$ cat config.mk
export PLATFORM = sky130hd
export DESIGN_NAME = bwp_ctrl
export DESIGN_NICKNAME = d
export VERILOG_FILES = /design/src/hw/rtl/bwp_pkg.sv /design/src/hw/rtl/bwp_ctrl.sv
export SDC_FILE = /design/constraint.sdc
export NUM_CORES = 1
export LEC_CHECK = 0
export BUFFER_PORTS_ARGS = -buffer_cell sky130_fd_sc_hd__clkbuf_2
export CAP_MARGIN = 10
export CORE_AREA = 2 2 39 41
export DETAILED_ROUTE_END_ITERATION = 6
export DIE_AREA = 0 0 41 43
export GPL_TIMING_DRIVEN = 0
export MAX_ROUTING_LAYER = met4
export PLACE_DENSITY_LB_ADDON = 0.12
export SLEW_MARGIN = 10
export SYNTH_ARGS = -nofsm -noshare
export SYNTH_HDL_FRONTEND = slang
export SYNTH_SLANG_ARGS = --single-unit
$ cat constraint.sdc
create_clock -name clk_i -period 2.04 [get_ports clk_i]
set_clock_uncertainty 0.15 [all_clocks]
set_input_delay 0.102 -clock clk_i [delete_from_list [all_inputs] [get_ports clk_i]]
set_output_delay 0.102 -clock clk_i [all_outputs]
set_load 0.05 [all_outputs]
$ cat src/hw/rtl/bwp_pkg.sv
`timescale 1ns / 1ps
// Shared types and constants for the bidirectional waveguide pipe.
// Used by the controller, the datapath and the top level; depends on nothing.

package bwp_pkg;

  // Width of the sample ports.
  localparam int IO_W = 24;

  // Configuration port geometry.
  localparam int CFG_DW  = 16;
  localparam int CFG_IW  = 3;
  localparam int DELAY_W = 10;

  // Coefficients are Q1.15 held as 17-bit signed factors.
  localparam int COEF_W = 17;
  localparam logic signed [COEF_W-1:0] COEF_ONE = 17'sd32768;
  // Smallest low-pass coefficient, 0.02 in Q1.15.
  localparam logic signed [COEF_W-1:0] K_MIN    = 17'sd655;

  // Reset values of the configuration registers.
  localparam logic [DELAY_W-1:0] DELAY_RST = 10'd64;
  localparam logic [CFG_DW-1:0]  END_RST   = 16'd22938;
  localparam logic [CFG_DW-1:0]  DAMP_RST  = 16'd6554;
  localparam logic [CFG_DW-1:0]  DC_RST    = 16'd32604;
  localparam logic [CFG_DW-1:0]  SRC_RST   = 16'd31130;

  // Configuration register indexes.
  typedef enum logic [CFG_IW-1:0] {
    REG_DELAY = 3'd0,
    REG_END   = 3'd1,
    REG_DAMP  = 3'd2,
    REG_DC    = 3'd3,
    REG_SRC   = 3'd4
  } cfg_reg_e;

  // Operand selection of the shared multiplier.
  typedef enum logic [2:0] {
    MUL_HP  = 3'd0,
    MUL_END = 3'd1,
    MUL_RAD = 3'd2,
    MUL_SRC = 3'd3,
    MUL_LP  = 3'd4
  } mul_sel_e;

  // Commands from the controller to the datapath.
  typedef struct packed {
    logic     capture;
    logic     mul_en;
    mul_sel_e mul_sel;
    logic     ld_ac;
    logic     ld_back;
    logic     ld_rad;
    logic     ld_fwd;
    logic     commit;
  } cmd_t;

endpackage

$ cat src/hw/rtl/bwp_ctrl.sv
`timescale 1ns / 1ps
// Sequencing controller of the waveguide pipe: steps one sample through the
// shared multiplier and owns the handshakes. Depends on bwp_pkg.

module bwp_ctrl (
  input  logic          clk_i,
  input  logic          rst_ni,
  input  logic          in_valid_i,
  output logic          in_ready_o,
  output logic          out_valid_o,
  input  logic          out_ready_i,
  output bwp_pkg::cmd_t cmd_o
);

  typedef enum logic [5:0] {
    S_IDLE = 6'b000001,
    S_MEND = 6'b000010,
    S_MRAD = 6'b000100,
    S_MSRC = 6'b001000,
    S_MLP  = 6'b010000,
    S_WR   = 6'b100000
  } state_e;

  state_e state_q, state_d;
  logic   out_valid_q, out_valid_d;
  logic   accept;
  logic   out_free;

  assign in_ready_o = (state_q == S_IDLE);
  assign accept     = in_valid_i && in_ready_o;
  assign out_free   = !out_valid_q || out_ready_i;

  // Next state and per-state commands.
  always_comb begin
    state_d         = state_q;
    cmd_o           = '0;
    cmd_o.mul_sel   = bwp_pkg::MUL_HP;
    unique case (state_q)
      S_IDLE: begin
        // The high-pass product needs no input, so it is formed while waiting.
        cmd_o.mul_en  = 1'b1;
        cmd_o.mul_sel = bwp_pkg::MUL_HP;
        cmd_o.capture = accept;
        if (accept) begin
          state_d = S_MEND;
        end
      end
      S_MEND: begin
        cmd_o.mul_en  = 1'b1;
        cmd_o.mul_sel = bwp_pkg::MUL_END;
        cmd_o.ld_ac   = 1'b1;
        state_d       = S_MRAD;
      end
      S_MRAD: begin
        cmd_o.mul_en  = 1'b1;
        cmd_o.mul_sel = bwp_pkg::MUL_RAD;
        cmd_o.ld_back = 1'b1;
        state_d       = S_MSRC;
      end
      S_MSRC: begin
        cmd_o.mul_en  = 1'b1;
        cmd_o.mul_sel = bwp_pkg::MUL_SRC;
        cmd_o.ld_rad  = 1'b1;
        state_d       = S_MLP;
      end
      S_MLP: begin
        cmd_o.mul_en  = 1'b1;
        cmd_o.mul_sel = bwp_pkg::MUL_LP;
        cmd_o.ld_fwd  = 1'b1;
        state_d       = S_WR;
      end
      S_WR: begin
        // Wait here while the previous result still sits in the output register.
        if (out_free) begin
          cmd_o.commit = 1'b1;
          state_d      = S_IDLE;
        end
      end
      default: begin
        state_d = S_IDLE;
      end
    endcase
  end

  // Output beat valid flag.
  assign out_valid_d = cmd_o.commit || (out_valid_q && !out_ready_i);
  assign out_valid_o = out_valid_q;

  always_ff @(posedge clk_i or negedge rst_ni) begin
    if (!rst_ni) begin
      state_q     <= S_IDLE;
      out_valid_q <= 1'b0;
    end else begin
      state_q     <= state_d;
      out_valid_q <= out_valid_d;
    end
  end

`ifndef NO_ASSERTIONS
  // Only one sample is in flight at a time.
  a_one_in_flight: assert property (@(posedge clk_i) disable iff (!rst_ni)
    accept |=> !in_ready_o)
    else $error("bwp_ctrl: input taken while a sample is in flight");

  // A new result never overwrites one that has not been taken.
  a_no_overwrite: assert property (@(posedge clk_i) disable iff (!rst_ni)
    cmd_o.commit |-> (!out_valid_q || out_ready_i))
    else $error("bwp_ctrl: pending result overwritten");

  // Every commit presents a result beat in the next cycle.
  a_commit_valid: assert property (@(posedge clk_i) disable iff (!rst_ni)
    cmd_o.commit |=> out_valid_o)
    else $error("bwp_ctrl: commit without an output beat");
`endif

endmodule

==> impl_metrics.tcl <==
set metrics [dict create \
    status "complete, but fails checks" \
    violations "negative setup slack" \
    clk_path_buf_depth 2 \
    syn_to_final_growth_pct 83.0 \
    antenna_cells 0 \
    grt_start_max_net_pins 8 \
    slew_headroom_pct 76.7 \
    routed_wl_um 1090 \
    power_density_nw_per_um2 1540 \
    start_util_pct 28.8 \
    cts.htree.levels 1 \
    grt.overflow.total 0 \
    maxCapViolCount 0 \
    synthArstFlopShare_pct 100 \
    syn_inst 42 \
    cts_tree "done" \
    syn_area_per_cell_um2 9.47 \
    hold_class "input port to register" \
    synth.cell_area_um2 398 \
    synth_seq_area_share_pct 44.3 \
    coreArea_um2 1380 \
    cp-start-kind "register" \
    dpl_worst_slack_ns 0.0159 \
    end_kind "output port" \
    synth_top_flop_cell "dfrtp_1" \
    final.setup.worst_slack_ns -0.0976 \
    path_cells "or4_4 > or3b_4 > nor2b_4 > buf_8" \
    port-buffer-count 15 \
    p_leak_nw 0.337 \
    via_count 405 \
    multi_input_area_um2 268 \
    startpoint "state_q[1]$_DFFE_PN0P_" \
    cpLargestDelayFamily "simple AND/OR/NAND/NOR gates" \
    path_buf_inv 1 \
    num_rows 14 \
    dp_cells 73 \
    path_max_fanout 3 \
    setup-violations-final 3 \
    io_pins 16 \
    mostFrequentLayoutCells "clkbuf_2, buf_4" \
    max_slew.worst_pin.slew_ns 0.345 \
    ir_worst_vdd_mv 1.02 \
    drt-pass1-iter-count 4 \
    fmaxAchievable_mhz 468 \
    drive_gt1_share_pct 65.2 \
    gp_congestion 0.748 \
    grt_pass1_wl_um 1620 \
    synth_nets 46 \
    rsz0062_at_grt "yes" \
    cts.sinks 7 \
    ant_nets 0 \
    post-route-period-util_pct 105 \
    hold_slack_ns 0.0210 \
    r2r_cells 5 \
    viasPerCell 4.76 \
    dieArea_um2 1760 \
    hold_viol_final 0 \
    clk_pin_slew_ns 0.05 \
    wire_per_inst_um 12.8 \
    ff2ff_setup_slack_ns 0.09 \
    route.detailed.drc 0 \
    r2r-end "state_q[5]$_DFFE_PN0P_" \
    crit_arrival_ns 1.89 \
    criticalPathCategory "register to output port" \
    grt_pass1_vias 374 \
    cts_made_buffers 3 \
    first_iter_violations 9 \
    cp.depth 4 \
    synth_cell_types 22 \
    clk_latency_ns 0.25 \
    fillCellCount 125 \
    r2r_start "state_q[1]$_DFFE_PN0P_" \
    ys.warnings.count 0 \
    period_minus_slack_ns 2.14 \
    seq_area_um2 179 \
    crit_required_ns 1.79 \
    ys_ff_latch 7 \
    layout_commonest_cell "clkbuf_2" \
    die_y_um 43 \
    slowest_stage "or4_4" \
    finalMaxSlewViolations 0 \
    grt_antenna_before_repair 0 \
    hpwl_um 612 \
    endpoint "cmd_o[0]" \
    fp.dieW_um 41 \
    root_buffer "clkbuf_4" \
    instances_no_fill 85 \
    synth-edff-count 0 \
    grt.total_usage_pct 14.5 \
    max_stage_delay_ns 0.56 \
    nNetsFinal 74 \
    total_power_w 0.00112 \
]
kinds of logic after synthesis:
group	synth area share (%)
buffers and inverters	3.77
XOR/XNOR	2.20
flip-flops	44.3
AO/OA/AOI/OAI	6.29
AND/OR/NAND/NOR	43.4
worst min path at each step:
stage / startpoint / to / slack (ns) / cells past startpoint
after floorplan: rst_ni / out_valid_o$_DFF_PN0_ / -0.34 / 0
after global placement: rst_ni / state_q[4]$_DFFE_PN0P_ / -0.20 / 1
after detailed placement: rst_ni / out_valid_o$_DFF_PN0_ / -0.20 / 1
after CTS: out_ready_i / out_valid_o$_DFF_PN0_ / 0.004 / 3
after global routing: out_ready_i / out_valid_o$_DFF_PN0_ / 0.07 / 3
final: out_ready_i / out_valid_o$_DFF_PN0_ / 0.02 / 3
registers in the layout, summed over array words and instances (netlist names):
signal	count
out_valid_o	1
state_q	6
Yosys cell counts, types with 2 or more instances:
cell type,number,area share (%)
a21oi_1,2,2.5
and2_1,2,3.1
dfrtp_1,6,38
nand2b_1,4,6.3
nor2_1,6,5.7
nor3b_1,2,3.8
or2_1,2,3.1
or2_2,2,3.1
or4_1,2,3.8
or4_4,2,5.7
final cells by class:
class / instances / share of cell area, %
clock buffers: 4 / 3.61
multi-input cells: 32 / 36.8
well taps: 16 / 2.75
flip-flops and latches: 7 / 24.6
inverters: 1 / 1.03
repair buffers: 24 / 30.2
plain buffers: 1 / 1.03
per-layer routing:
metal | global-route usage, % | routed length [µm] | vias to the layer above
li1 | - | - | 198
met1 | 20.2 | 458 | 188
met2 | 18.1 | 530 | 17
met3 | 3.14 | 84 | 2
met4 | 10.0 | 13 | 0
met5 | - | 0 | -
stage by stage:
stage               instance area (µm²)  setup TNS [ns]  util, %
finish                              728          -0.223     52.6
global route                        728          -0.565     52.6
CTS                                 679          -0.172     49.1
detailed placement                  520               0     37.6
global placement                    520               0     37.6
floorplan                           425         -0.0325        -
where the power goes:
group,switching [W],internal (W)
sequential,0.0000353,0.000175
clock,0.0000516,0.0000747
combinational,0.000426,0.000357
timing repair:
item,CTS,global route
endpoints found under the hold margin,9,0
hold buffers,2,0
resized for setup,18,14
endpoints found under the setup margin,9,8
gates cloned,0,0
pin swaps,4,1
buffers inserted,6,1
worst reg2reg max path, stage by stage, from the launching register on:
cell     delay, ns
dfrtp_1       0.40
or4_4         0.56
buf_4         0.15
buf_6         0.11
nor4b_1       0.34
or2_2         0.17
(Power assumes the default switching activity.)
